## src/tws_pkg.sv

```systemverilog
// Shared types and constants for the two-wire sensor measurement master.
// No dependencies; imported by the core.
package tws_pkg;

  localparam int TIMEOUT_W = 24;
  localparam int CFG_W     = 24;

  localparam logic [CFG_W-1:0] READY_TIMEOUT_RST = 24'd1680000;
  localparam logic [15:0]      TIMEOUT_READING   = 16'hFFFF;
  localparam logic [3:0]       BITS_PER_BYTE     = 4'd8;

  typedef enum logic [16:0] {
    PH_IDLE = 17'h00001,
    PH_ST1  = 17'h00002,
    PH_ST2  = 17'h00004,
    PH_ST3  = 17'h00008,
    PH_ST4  = 17'h00010,
    PH_ST5  = 17'h00020,
    PH_ST6  = 17'h00040,
    PH_CSET = 17'h00080,
    PH_CHI  = 17'h00100,
    PH_AHI  = 17'h00200,
    PH_ALO  = 17'h00400,
    PH_WAIT = 17'h00800,
    PH_RHI  = 17'h01000,
    PH_RLO  = 17'h02000,
    PH_MSET = 17'h04000,
    PH_MHI  = 17'h08000,
    PH_MLO  = 17'h10000
  } phase_t;

endpackage

```

## src/two_wire_sensor_measure_master_core.sv

```systemverilog
// Two-wire sensor measurement master: start pattern, command byte, ack, ready wait, 16-bit read.
// Depends on tws_pkg.
// The result of an accepted item is registered in the output register. Throughput: one item
// per cycle unless the output stalls; the sequencer state advances once per accepted item.
// Reset: synchronous active-low rst_n returns the sequencer to idle, clears counters,
// reading and flags, loads ready_timeout with 1680000 and empties the output register.
module two_wire_sensor_measure_master_core
  import tws_pkg::*;
(
  input  logic                 clk,
  input  logic                 rst_n,
  input  logic                 cfg_we,
  input  logic [CFG_W-1:0]     cfg_wdata,   // ready_timeout
  input  logic                 in_tvalid,
  output logic                 in_tready,
  input  logic [15:0]          in_tdata,    // [7:0] command_byte, [8] data_line, rest zero
  input  logic [0:0]           in_tuser,    // [0] command
  output logic                 out_tvalid,
  input  logic                 out_tready,
  output logic [23:0]          out_tdata,   // [0] clock_line, [1] data_pull_low, [2] busy_res,
                                            // [18:3] measurement, [19] timed_out, [20] no_ack
  output logic                 out_tlast    // done_res
);

  logic [CFG_W-1:0]     ready_timeout_r;
  phase_t               phase_r, phase_nxt;
  logic [3:0]           bit_cnt_r, bit_cnt_nxt;
  logic [7:0]           cmd_shift_r, cmd_shift_nxt;
  logic [15:0]          rd_shift_r, rd_shift_nxt;
  logic [TIMEOUT_W-1:0] wait_cnt_r, wait_cnt_nxt;
  logic [15:0]          result_r, result_nxt;
  logic [1:0]           err_r, err_nxt;
  logic                 done_nxt;
  logic                 sck_nxt, pull_nxt;
  logic [TIMEOUT_W:0]   wait_inc;
  logic                 timeout_hit;

  logic                 out_tvalid_r;
  logic [23:0]          out_tdata_r;
  logic                 out_tlast_r;

  logic                 start;
  logic [7:0]           cbyte;
  logic                 line;
  logic                 in_acc;

  assign start  = in_tuser[0];
  assign cbyte  = in_tdata[7:0];
  assign line   = in_tdata[8];
  assign in_tready = !out_tvalid_r || out_tready;
  assign in_acc    = in_tvalid && in_tready;

  assign wait_inc    = {1'b0, wait_cnt_r} + (TIMEOUT_W+1)'(1);
  assign timeout_hit = (wait_inc >= (TIMEOUT_W+1)'(ready_timeout_r)) || (&wait_cnt_r);

  always_comb begin
    phase_nxt     = phase_r;
    bit_cnt_nxt   = bit_cnt_r;
    cmd_shift_nxt = cmd_shift_r;
    rd_shift_nxt  = rd_shift_r;
    wait_cnt_nxt  = wait_cnt_r;
    result_nxt    = result_r;
    err_nxt       = err_r;
    done_nxt      = 1'b0;
    case (phase_r)
      PH_IDLE: begin
        if (start) begin
          cmd_shift_nxt = cbyte;
          err_nxt       = 2'b00;
          bit_cnt_nxt   = 4'd0;
          wait_cnt_nxt  = '0;
          phase_nxt     = PH_ST1;
        end
      end
      PH_ST1: phase_nxt = PH_ST2;
      PH_ST2: phase_nxt = PH_ST3;
      PH_ST3: phase_nxt = PH_ST4;
      PH_ST4: phase_nxt = PH_ST5;
      PH_ST5: phase_nxt = PH_ST6;
      PH_ST6: begin
        bit_cnt_nxt = 4'd0;
        phase_nxt   = PH_CSET;
      end
      PH_CSET: phase_nxt = PH_CHI;
      PH_CHI: begin
        cmd_shift_nxt = {cmd_shift_r[6:0], 1'b0};
        bit_cnt_nxt   = bit_cnt_r + 4'd1;
        phase_nxt     = (bit_cnt_nxt == BITS_PER_BYTE) ? PH_AHI : PH_CSET;
      end
      PH_AHI: begin
        if (line) begin
          err_nxt[1] = 1'b1;
        end
        phase_nxt = PH_ALO;
      end
      PH_ALO: begin
        wait_cnt_nxt = '0;
        phase_nxt    = PH_WAIT;
      end
      PH_WAIT: begin
        if (!line) begin
          bit_cnt_nxt  = 4'd0;
          rd_shift_nxt = 16'd0;
          phase_nxt    = PH_RHI;
        end else if (timeout_hit) begin
          result_nxt = TIMEOUT_READING;
          err_nxt[0] = 1'b1;
          done_nxt   = 1'b1;
          phase_nxt  = PH_IDLE;
        end else begin
          wait_cnt_nxt = wait_inc[TIMEOUT_W-1:0];
        end
      end
      PH_RHI: begin
        rd_shift_nxt = {rd_shift_r[14:0], line};
        bit_cnt_nxt  = bit_cnt_r + 4'd1;
        phase_nxt    = PH_RLO;
      end
      PH_RLO: phase_nxt = (bit_cnt_r[2:0] == 3'd0) ? PH_MSET : PH_RHI;
      PH_MSET: phase_nxt = PH_MHI;
      PH_MHI:  phase_nxt = PH_MLO;
      PH_MLO: begin
        if (bit_cnt_r == 4'd0) begin
          result_nxt = rd_shift_r;
          done_nxt   = 1'b1;
          phase_nxt  = PH_IDLE;
        end else begin
          phase_nxt = PH_RHI;
        end
      end
      default: phase_nxt = PH_IDLE;
    endcase
  end

  always_comb begin
    case (phase_nxt)
      PH_ST1:  begin sck_nxt = 1'b1; pull_nxt = 1'b0; end
      PH_ST2:  begin sck_nxt = 1'b1; pull_nxt = 1'b1; end
      PH_ST3:  begin sck_nxt = 1'b0; pull_nxt = 1'b1; end
      PH_ST4:  begin sck_nxt = 1'b1; pull_nxt = 1'b1; end
      PH_ST5:  begin sck_nxt = 1'b1; pull_nxt = 1'b0; end
      PH_CSET: begin sck_nxt = 1'b0; pull_nxt = ~cmd_shift_nxt[7]; end
      PH_CHI:  begin sck_nxt = 1'b1; pull_nxt = ~cmd_shift_nxt[7]; end
      PH_AHI:  begin sck_nxt = 1'b1; pull_nxt = 1'b0; end
      PH_RHI:  begin sck_nxt = 1'b1; pull_nxt = 1'b0; end
      PH_MSET: begin sck_nxt = 1'b0; pull_nxt = (bit_cnt_nxt == BITS_PER_BYTE); end
      PH_MHI:  begin sck_nxt = 1'b1; pull_nxt = (bit_cnt_nxt == BITS_PER_BYTE); end
      default: begin sck_nxt = 1'b0; pull_nxt = 1'b0; end
    endcase
  end

  always_ff @(posedge clk) begin
    if (!rst_n) begin
      ready_timeout_r <= READY_TIMEOUT_RST;
    end else if (cfg_we) begin
      ready_timeout_r <= cfg_wdata;
    end
  end

  always_ff @(posedge clk) begin
    if (!rst_n) begin
      phase_r     <= PH_IDLE;
      bit_cnt_r   <= 4'd0;
      cmd_shift_r <= 8'd0;
      rd_shift_r  <= 16'd0;
      wait_cnt_r  <= '0;
      result_r    <= 16'd0;
      err_r       <= 2'b00;
    end else if (in_acc) begin
      phase_r     <= phase_nxt;
      bit_cnt_r   <= bit_cnt_nxt;
      cmd_shift_r <= cmd_shift_nxt;
      rd_shift_r  <= rd_shift_nxt;
      wait_cnt_r  <= wait_cnt_nxt;
      result_r    <= result_nxt;
      err_r       <= err_nxt;
    end
  end

  always_ff @(posedge clk) begin
    if (!rst_n) begin
      out_tvalid_r <= 1'b0;
    end else if (in_tready) begin
      out_tvalid_r <= in_tvalid;
    end
  end

  always_ff @(posedge clk) begin
    if (in_acc) begin
      out_tdata_r <= {3'b000, err_nxt[1], err_nxt[0], result_nxt,
                      (phase_nxt != PH_IDLE), pull_nxt, sck_nxt};
      out_tlast_r <= done_nxt;
    end
  end

  assign out_tvalid = out_tvalid_r;
  assign out_tdata  = out_tdata_r;
  assign out_tlast  = out_tlast_r;

endmodule

```

## config.mk

```make
export PLATFORM = sky130hd
export DESIGN_NAME = two_wire_sensor_measure_master_core
export DESIGN_NICKNAME = d
export VERILOG_FILES = /design/src/tws_pkg.sv /design/src/two_wire_sensor_measure_master_core.sv
export SDC_FILE = /design/constraint.sdc
export NUM_CORES = 1
export LEC_CHECK = 0
export BUFFER_PORTS_ARGS = -buffer_cell sky130_fd_sc_hd__buf_2
export CORE_MARGIN = 4
export CORE_UTILIZATION = 45
export DETAILED_ROUTE_END_ITERATION = 12
export PLACE_DENSITY = 0.71
export SYNTH_ARGS = -nofsm -noshare
export SYNTH_HDL_FRONTEND = slang
export SYNTH_SLANG_ARGS = --single-unit
export TNS_END_PERCENT = 100
```

## constraint.sdc

```tcl
create_clock -name clk -period 4.7 [get_ports clk]
set_clock_uncertainty 0.1 [all_clocks]
set_input_delay 0.47 -clock clk [delete_from_list [all_inputs] [get_ports clk]]
set_output_delay 0.47 -clock clk [all_outputs]
set_load 0.005 [all_outputs]
```

==> summary.md, run 1 <==
| Metric | Value |
|---|---|
| Leakage power total | `3.32 nW` |
| Number of core rows | `45` |
| Most used DFF post-synth | `dfxtp_1` |
| Maximum net fanout on the critical path | `10` |
| Final number of setup-violating endpoints | `0` |
| Unrepaired setup endpoints after global routing | `yes` |
| TritonCTS clock tree | `done` |
| Worst-Margin Slew | `1.07 ns` |
| Total wire length after detailed routing | `between 15000 and 20000 um` |
| Seq/Total Area, Yosys | `0.415` |
| Share of async-settable or async-resettable flops after synthesis | `0` |
| Count of final max-slew check failures | `0` |
| Worst R2R Path Depth | `15` |
| Delay of the slowest cell on the worst path | `0.49 ns` |
| Classification of the worst setup path | `flip-flop to flip-flop` |
| Max-cap viol count | `0` |
| Synthesis-to-layout area growth | `14.8%` |
| Critical Path, Cell by Cell | `ha_1 > nand3_1 > nor4_2 > nand4_1 > nor2_1 > nand4_1 > xnor2_1 > ha_1 > nand4_1 > nor4_1 > o211ai_1 > a41oi_2 > nor2_1 > nand4_1 > a2bb2o_1` |
| Hold-critical path endpoint | `ready_timeout_r[7]$_SDFFE_PN1P_` |
| Largest net degree at the start of global routing | `53` |
| Leftover overflow at the end of global routing | `0` |
| Final-layout worst hold slack | `between 0.15 and 0.2 ns` |
| Final antenna diode count | `0` |
| Detailed placer's ending HPWL | `11300 um` |
| Post-Synthesis Mean Instance Area | `8.83 sq um` |
| Hold Crit Class | `primary input to flip-flop` |
| Clk sinks | `134` |
| Achievable frequency | `~220 MHz` |
| Number of distinct library cell variants in the gate-level netlist after synthesis | `between 70 and 80` |
| Iteration count of the initial detailed-routing pass | `6` |
| Status | `complete, no violations` |
| Area inside the core boundary | `15200 sq um` |
| Port bufs | `62` |
| Nature of the critical path startpoint | `flip-flop` |
| Hold-fix buffer count after cts | `0` |
| Power density cells | `341 nW/um^2` |
| Gpl congestion | `between 0.8 and 0.9` |
| Final count of hold timing violations | `0` |
| Synthesis-stage register bit count | `~130` |
| Height of the die | `about 130 um` |
| Period utilization | `0.956` |
| First-pass GRT wire length | `between 20000 and 30000 um` |
| Final std cells w/o fill | `1039` |
| Reg-to-reg critical path endpoint | `wait_cnt_r[1]$_SDFFE_PN0P_` |
| Depth of the CTS H-tree | `4` |
| Reg clk slew, reported paths | `~0.060 ns` |
| First-iteration detailed-routing DRC count | `between 400 and 500` |
| Initial Utilization | `0.460` |
| Total clock buffers created by CTS | `17` |
| Clk_lat worst skew | `between 0.4 and 0.5 ns` |
| Per-cell via count in the routed design | `roughly 5.8` |
| Number of cells produced by synthesis | `a little under 800` |
| Number of gates on the worst path with buffers counted | `15` |
| Cell at the root of the clock tree | `clkbuf_16` |
| Crit path buffers/inverters | `0` |
| Flop2flop setup slack | `0.21 ns` |
| Buffer depth of the longest clock path | `2` |
| YS warnings | `0` |
| Drt wl/cell | `about 16 um` |
| Total via count in the routed design | `5988` |
| VDD IR max | `approximately 230 uV` |
| Number of fill cells in the layout | `~1400` |
| Cell with the biggest individual delay on the critical path | `nor4_1` |
| Synth Cell Area | `6990 sq um` |
| Number of global-route vias before repair | `about 5400` |
| Initial antenna violation count | `0` |
| Total die area | `approximately 18000 sq um` |
| Final #Nets | `a little over 900` |
| # DRC | `0` |
| Antenna Violating Nets Remaining | `0` |
| Critical Path RT | `4.91 ns` |
| Max-slew headroom at the worst pin | `0.282` |
| Most numerous cell on the critical path | `nand4_1` |
| Total instance count after detailed placement | `roughly 1000` |
| Worst flop-to-flop path startpoint | `wait_cnt_r[0]$_SDFFE_PN0P_` |
| Endpoint arrival time on the critical path | `around 4.7 ns` |
| Fraction of final layout cells sized beyond drive strength 1 | `0.152` |
| Width of the die | `roughly 130 um` |
| Largest delay share family, worst path | `simple AND/OR/NAND/NOR gates` |
| Final worst path period need | `4.49 ns` |
| Startpoint of the worst hold path | `cfg_wdata[7]` |
| Hold path depth | `3` |
| Total routing usage reported by global routing | `0.187` |
| Number of enable flip-flop cells after synthesis | `22` |
| I/O pin count | `73` |
| Critical Path Sink Type | `flip-flop` |
## repair_timing
item,CTS,global route
setup endpoints to repair,0,28
setup buffers,0,0
gates resized for setup,0,1
## state kept, by name, summed over array words and instances (netlist names)
| signal | flops |
|---|---|
| out_tlast | 1 |
| ready_timeout_r | 24 |
| wait_cnt_r | 24 |
| rd_shift_r | 16 |
| phase_r | 17 |
| bit_cnt_r | 4 |
| out_tdata | 21 |
| result_r | 16 |
| cmd_shift_r | 8 |
| out_tvalid | 1 |
| err_r | 2 |
## kinds of logic (layout without fill, tap and decap cells)
family | count (synthesis) | count (layout) | synth area share
AOI/OAI and AO/OA | 186 | 186 | 0.196
xor gates and xnor gates | 28 | 28 | 0.0351
adders and majority gates | 27 | 27 | 0.0483
buffers and inverters | 97 | 154 | 0.0574
DFF | 134 | 134 | 0.415
muxes | 20 | 20 | 0.0288
other | 1 | 3 | 0.000536
and+or+nand+nor | 299 | 299 | 0.219
## power by group
part | internal [mW] | leakage, nW | switching [mW]
clock | 0.801 | 0.281 | 0.527
sequential | 1.20 | 1.13 | 0.0165
combinational | 0.0746 | 1.91 | 0.124
total | 2.07 | 3.32 | 0.667
## worst reg2reg max path: stages, from the launching register on
cell	delay, ns
dfxtp_1	0.42
ha_1	0.26
nand3_1	0.15
nor4_2	0.31
nand4_1	0.20
nor2_1	0.28
nand4_1	0.17
xnor2_1	0.19
ha_1	0.32
nand4_1	0.15
nor4_1	0.49
o211ai_1	0.23
a41oi_2	0.34
nor2_1	0.25
nand4_1	0.25
a2bb2o_1	0.30
## cell type report
cell class              count  area (sq um)  share of cell area
multi-input cells         563          3700               0.461
flip-flops and latches    134          2900               0.362
clock buffers              19           443              0.0552
repair buffers             77           423              0.0527
well taps                 188           235              0.0293
inverters                  45           169              0.0211
clock inverters            13           149              0.0186
## cells in the final DEF (no fill, tap or decap), types with 7 or more instances in the layout
master and instances:
o211ai_1 10, nor3_1 9, buf_2 62, inv_1 42, nand2_1 93, ha_1 27, clkbuf_16 17, xnor2_1 14
edfxtp_1 22, o21ai_0 24, buf_4 15, o221a_1 16, xor2_1 14, a21o_1 7, dfxtp_1 112, a22oi_1 10
mux2i_1 19, nand4_1 15, a21oi_1 37, nor2_1 76, nand3_1 35, a22o_1 24, and3_1 8, nor4_1 14
## stage by stage
step	power (mW)	setup WS (ns)	utilization	setup TNS [ns]	instance area, sq um
final	2.74	0.205	0.528	0	8020
after global routing	2.85	-0.0456	0.528	-0.525	8020
after CTS	2.76	0.0682	0.527	0	8020
after detailed placement	1.43	0.101	0.488	0	7420
after global placement	1.43	0.263	0.488	0	7420
after floorplan	1.37	0.723	-	0	7000
## synthesized netlist by cell type, types with 19 or more instances
master | n | area [sq um]
dfxtp_1 | 112 | 2240
mux2i_1 | 19 | 190
clkbuf_1 | 32 | 120
a21oi_1 | 37 | 185
inv_1 | 42 | 158
nand3_1 | 35 | 175
o21ai_0 | 24 | 120
nand2_1 | 93 | 349
a22o_1 | 24 | 210
edfxtp_1 | 22 | 661
ha_1 | 27 | 338
nor2_1 | 76 | 285
## routing by layer
metal	share of wire	track usage
met2	0.45	0.287
met5	0	0
met3	0.064	0.0578
met4	0.013	0.0473
met1	0.47	0.258
## worst max path at each step
| stage | from | endpoint | slack [ns] |
|---|---|---|---|
| 6_report | wait_cnt_r[0]$_SDFFE_PN0P_ | wait_cnt_r[1]$_SDFFE_PN0P_ | 0.21 |
| 5_1_grt | wait_cnt_r[0]$_SDFFE_PN0P_ | result_r[4]$_SDFFE_PN0P_ | -0.05 |
| 4_1_cts | wait_cnt_r[0]$_SDFFE_PN0P_ | wait_cnt_r[1]$_SDFFE_PN0P_ | 0.07 |
| 3_5_place_dp | wait_cnt_r[0]$_SDFFE_PN0P_ | wait_cnt_r[1]$_SDFFE_PN0P_ | 0.10 |
| 3_3_place_gp | wait_cnt_r[0]$_SDFFE_PN0P_ | wait_cnt_r[1]$_SDFFE_PN0P_ | 0.26 |
| 2_1_floorplan | wait_cnt_r[4]$_SDFFE_PN0P_ | result_r[10]$_SDFFE_PN0P_ | 0.72 |
Note: power is estimated with default switching activity, not from simulation.
==> run 2, diff against run 1 <==
- CORE_UTILIZATION: 45 -> 35
- CTS_CLUSTER_SIZE: unset -> 10
- PLACE_DENSITY: 0.71 -> 0.59
==> run 2 against run 1 <==
  * Utilization shrank 11 points
  * Register-to-register slack improved by 0.16 ns
  * Global-route usage fell by 3.0 points
  * Clock power up 7%
  * Setup slack gained 0.16 ns
  * First-iteration DRC count is 1.2% higher
==> summary.md, run 2 (synthesis results as in run 1) <==
| Metric | Value |
|---|---|
| Status | `complete, no violations` |
| Internal Dissipation | `2.09 mW (+0.86%)` |
| Final number of setup-violating endpoints | `0 (unchanged)` |
| Total wire length after detailed routing | `17200 um (+4.8%)` |
| Clk_lat worst skew | `0.43 ns (about the same)` |
| Cell at the root of the clock tree | `clkbuf_16` |
| Leakage power total | `3.37 nW (+1.4%)` |
| Width of the die | `149 um (+13%)` |
| Buffer depth of the longest clock path | `2 (unchanged)` |
| Total routing usage reported by global routing | `0.157 (-0.0304)` |
| Iteration count of the initial detailed-routing pass | `6 (unchanged)` |
| Endpoint arrival time on the critical path | `4.60 ns (-0.11 ns)` |
| Period utilization | `0.923 (-0.0336)` |
| Total via count in the routed design | `5927 (-1.0%)` |
| Seq pwr share | `0.428 (-0.015)` |
| Final worst path period need | `4.34 ns (-0.158 ns)` |
| VDD IR max | `249 uV (+8.9%)` |
| Leftover overflow at the end of global routing | `0 (unchanged)` |
| Setup tns final | `0 ns (unchanged)` |
| # DRC | `0 (unchanged)` |
| Height of the die | `149 um (+13%)` |
| Total area of multi-input combinational cells | `3710 sq um (+0.10%)` |
| Register area | `2900 sq um (unchanged)` |
| Post-Layout Inst Area | `8200 sq um (+2.2%)` |
| Placed cell area | `7560 sq um (+1.8%)` |
| Drt wl/cell | `15.4 um (-2.7%)` |
| Per-cell via count in the routed design | `5.30 (-8.1%)` |
| Depth of the CTS H-tree | `4 (unchanged)` |
| Clock group share of total power | `0.501 (+0.016)` |
| Count of final max-slew check failures | `0 (unchanged)` |
| Gpl congestion | `0.845 (-2.7%)` |
| Final count of hold timing violations | `0 (unchanged)` |
| Unrepaired setup endpoints after global routing | `no` |
| Post-CTS Setup Repair Bufs | `0 (unchanged)` |
| I/O pin count | `73 (unchanged)` |
| Hold-fix buffer count after cts | `0 (unchanged)` |
| Final #Nets | `914 (+0.33%)` |
| Initial Utilization | `0.358 (-0.102)` |
| Detailed placer's ending HPWL | `11800 um (+4.0%)` |
| Antenna Violating Nets Remaining | `0 (unchanged)` |
| Max-cap viol count | `0 (unchanged)` |
| Total clock buffers created by CTS | `17 (unchanged)` |
| Post-CTS sizing | `0 (unchanged)` |
| Worst-Margin Slew | `1.04 ns (-0.0334 ns)` |
| Final antenna diode count | `0 (unchanged)` |
| Hold Crit Class | `primary input to flip-flop` |
| Clk sinks | `134 (unchanged)` |
| Critical Path RT | `4.96 ns (+0.05 ns)` |
| Reg clk slew, reported paths | `0.07 ns (about the same)` |
| Critical Path Sink Type | `flip-flop` |
| Port bufs | `62 (unchanged)` |
| Classification of the worst setup path | `flip-flop to flip-flop` |
| Overall power consumption | `2.83 mW (+3.4%)` |
| Share of total power consumed by net switching | `0.263 (+0.0188)` |
| Fraction of final layout cells sized beyond drive strength 1 | `0.157 (+0.00532)` |
| Largest net degree at the start of global routing | `53 (unchanged)` |
| Switching component of the power | `0.743 mW (+11%)` |
| Total die area | `22300 sq um (+27%)` |
| Max-slew headroom at the worst pin | `0.304 (+0.0224)` |
| TritonCTS clock tree | `done` |
| Achievable frequency | `231 MHz (+3.6%)` |
| Initial antenna violation count | `0 (unchanged)` |
| Power density cells | `345 nW/um^2 (+1.2%)` |
| Top library cells by usage in the layout, fill and taps aside | `112 x dfxtp_1, 93 x nand2_1, 76 x nor2_1` |
| Part of the power in combinational logic | `0.071 (-0.002)` |
| Number of global-route vias before repair | `5450 (+1.3%)` |
| Maximum net fanout on the critical path | `16 (+6)` |
| First-pass GRT wire length | `28300 um (+5.0%)` |
| Nature of the critical path startpoint | `flip-flop` |
| Number of fill cells in the layout | `1942 (+39%)` |
| Number of core rows | `51 (+13%)` |
| First-iteration detailed-routing DRC count | `502 (+1.2%)` |
| Most frequent standard cell in the layout excluding fill and tap cells | `dfxtp_1` |
| Area inside the core boundary | `19500 sq um (+28%)` |
| Synthesis-to-layout area growth | `17.3%` |
[run 2: metal layers]
| metal | routed length (um) | share of wire | GRT usage | vias to the layer above |
|---|---|---|---|---|
| met1 | 8750 | 0.51 | 0.229 | 2788 |
| met3 | 807 | 0.047 | 0.0310 | 19 |
| met2 | 7360 | 0.43 | 0.232 | 145 |
| met4 | 268 | 0.016 | 0.0508 | 0 |
| met5 | 0 | 0 | 0 | - |
| li1 | - | - | - | 2975 |
[run 2: worst max-delay path: stages, from the launching register on]
cell      delay (ns)
dfxtp_1         0.40
ha_1            0.25
nand3_1         0.16
nor4_2          0.32
nand4_1         0.18
nor2_1          0.30
nand4_1         0.16
xnor2_1         0.19
ha_1            0.31
nand4_1         0.17
nor4_2          0.41
o211ai_1        0.18
a41oi_1         0.21
buf_4           0.17
o21ai_0         0.17
a21oi_2         0.23
buf_12          0.17
o221a_1         0.19
[run 2: final timing paths]
| check | cells past startpoint | start | slack (ns) | end |
|---|---|---|---|---|
| max reg2reg | 17 | wait_cnt_r[0]$_SDFFE_PN0P_ | 0.36 | result_r[13]$_SDFFE_PN0P_ |
| min reg2reg | 1 | wait_cnt_r[23]$_SDFFE_PN0P_ | 0.36 | wait_cnt_r[23]$_SDFFE_PN0P_ |
| min | 3 | cfg_wdata[7] | 0.16 | ready_timeout_r[7]$_SDFFE_PN1P_ |
| max | 17 | wait_cnt_r[0]$_SDFFE_PN0P_ | 0.36 | result_r[13]$_SDFFE_PN0P_ |
[run 2: layout make-up]
class                           count  share of cell area
Clock buffer                       17              0.0519
Clock inverter                     15              0.0255
Inverter                           45              0.0206
Multi-Input combinational cell    563               0.452
Sequential cell                   134               0.354
Tap cell                          265              0.0404
Timing Repair Buffer               80              0.0558
[run 2: power by group through the flow]
stage | registers [mW] | logic [mW] | clock network (mW)
floorplan | 1.23 | 0.139 | 0
global placement | 1.24 | 0.200 | 0
CTS | 1.21 | 0.202 | 1.45
detailed placement | 1.24 | 0.201 | 0
global route | 1.21 | 0.227 | 1.50
finish | 1.21 | 0.201 | 1.42
[run 2: through the flow]
stage	worst slack [ns]	std cells	hold WS [ns]	util
6_report	0.363	1119	0.165	0.420
5_1_grt	0.0951	1119	0.172	0.420
4_1_cts	0.301	1119	0.150	0.419
3_5_place_dp	0.341	1087	0.353	0.387
3_3_place_gp	0.329	1087	0.335	0.387
2_1_floorplan	0.723	794	0.320	-
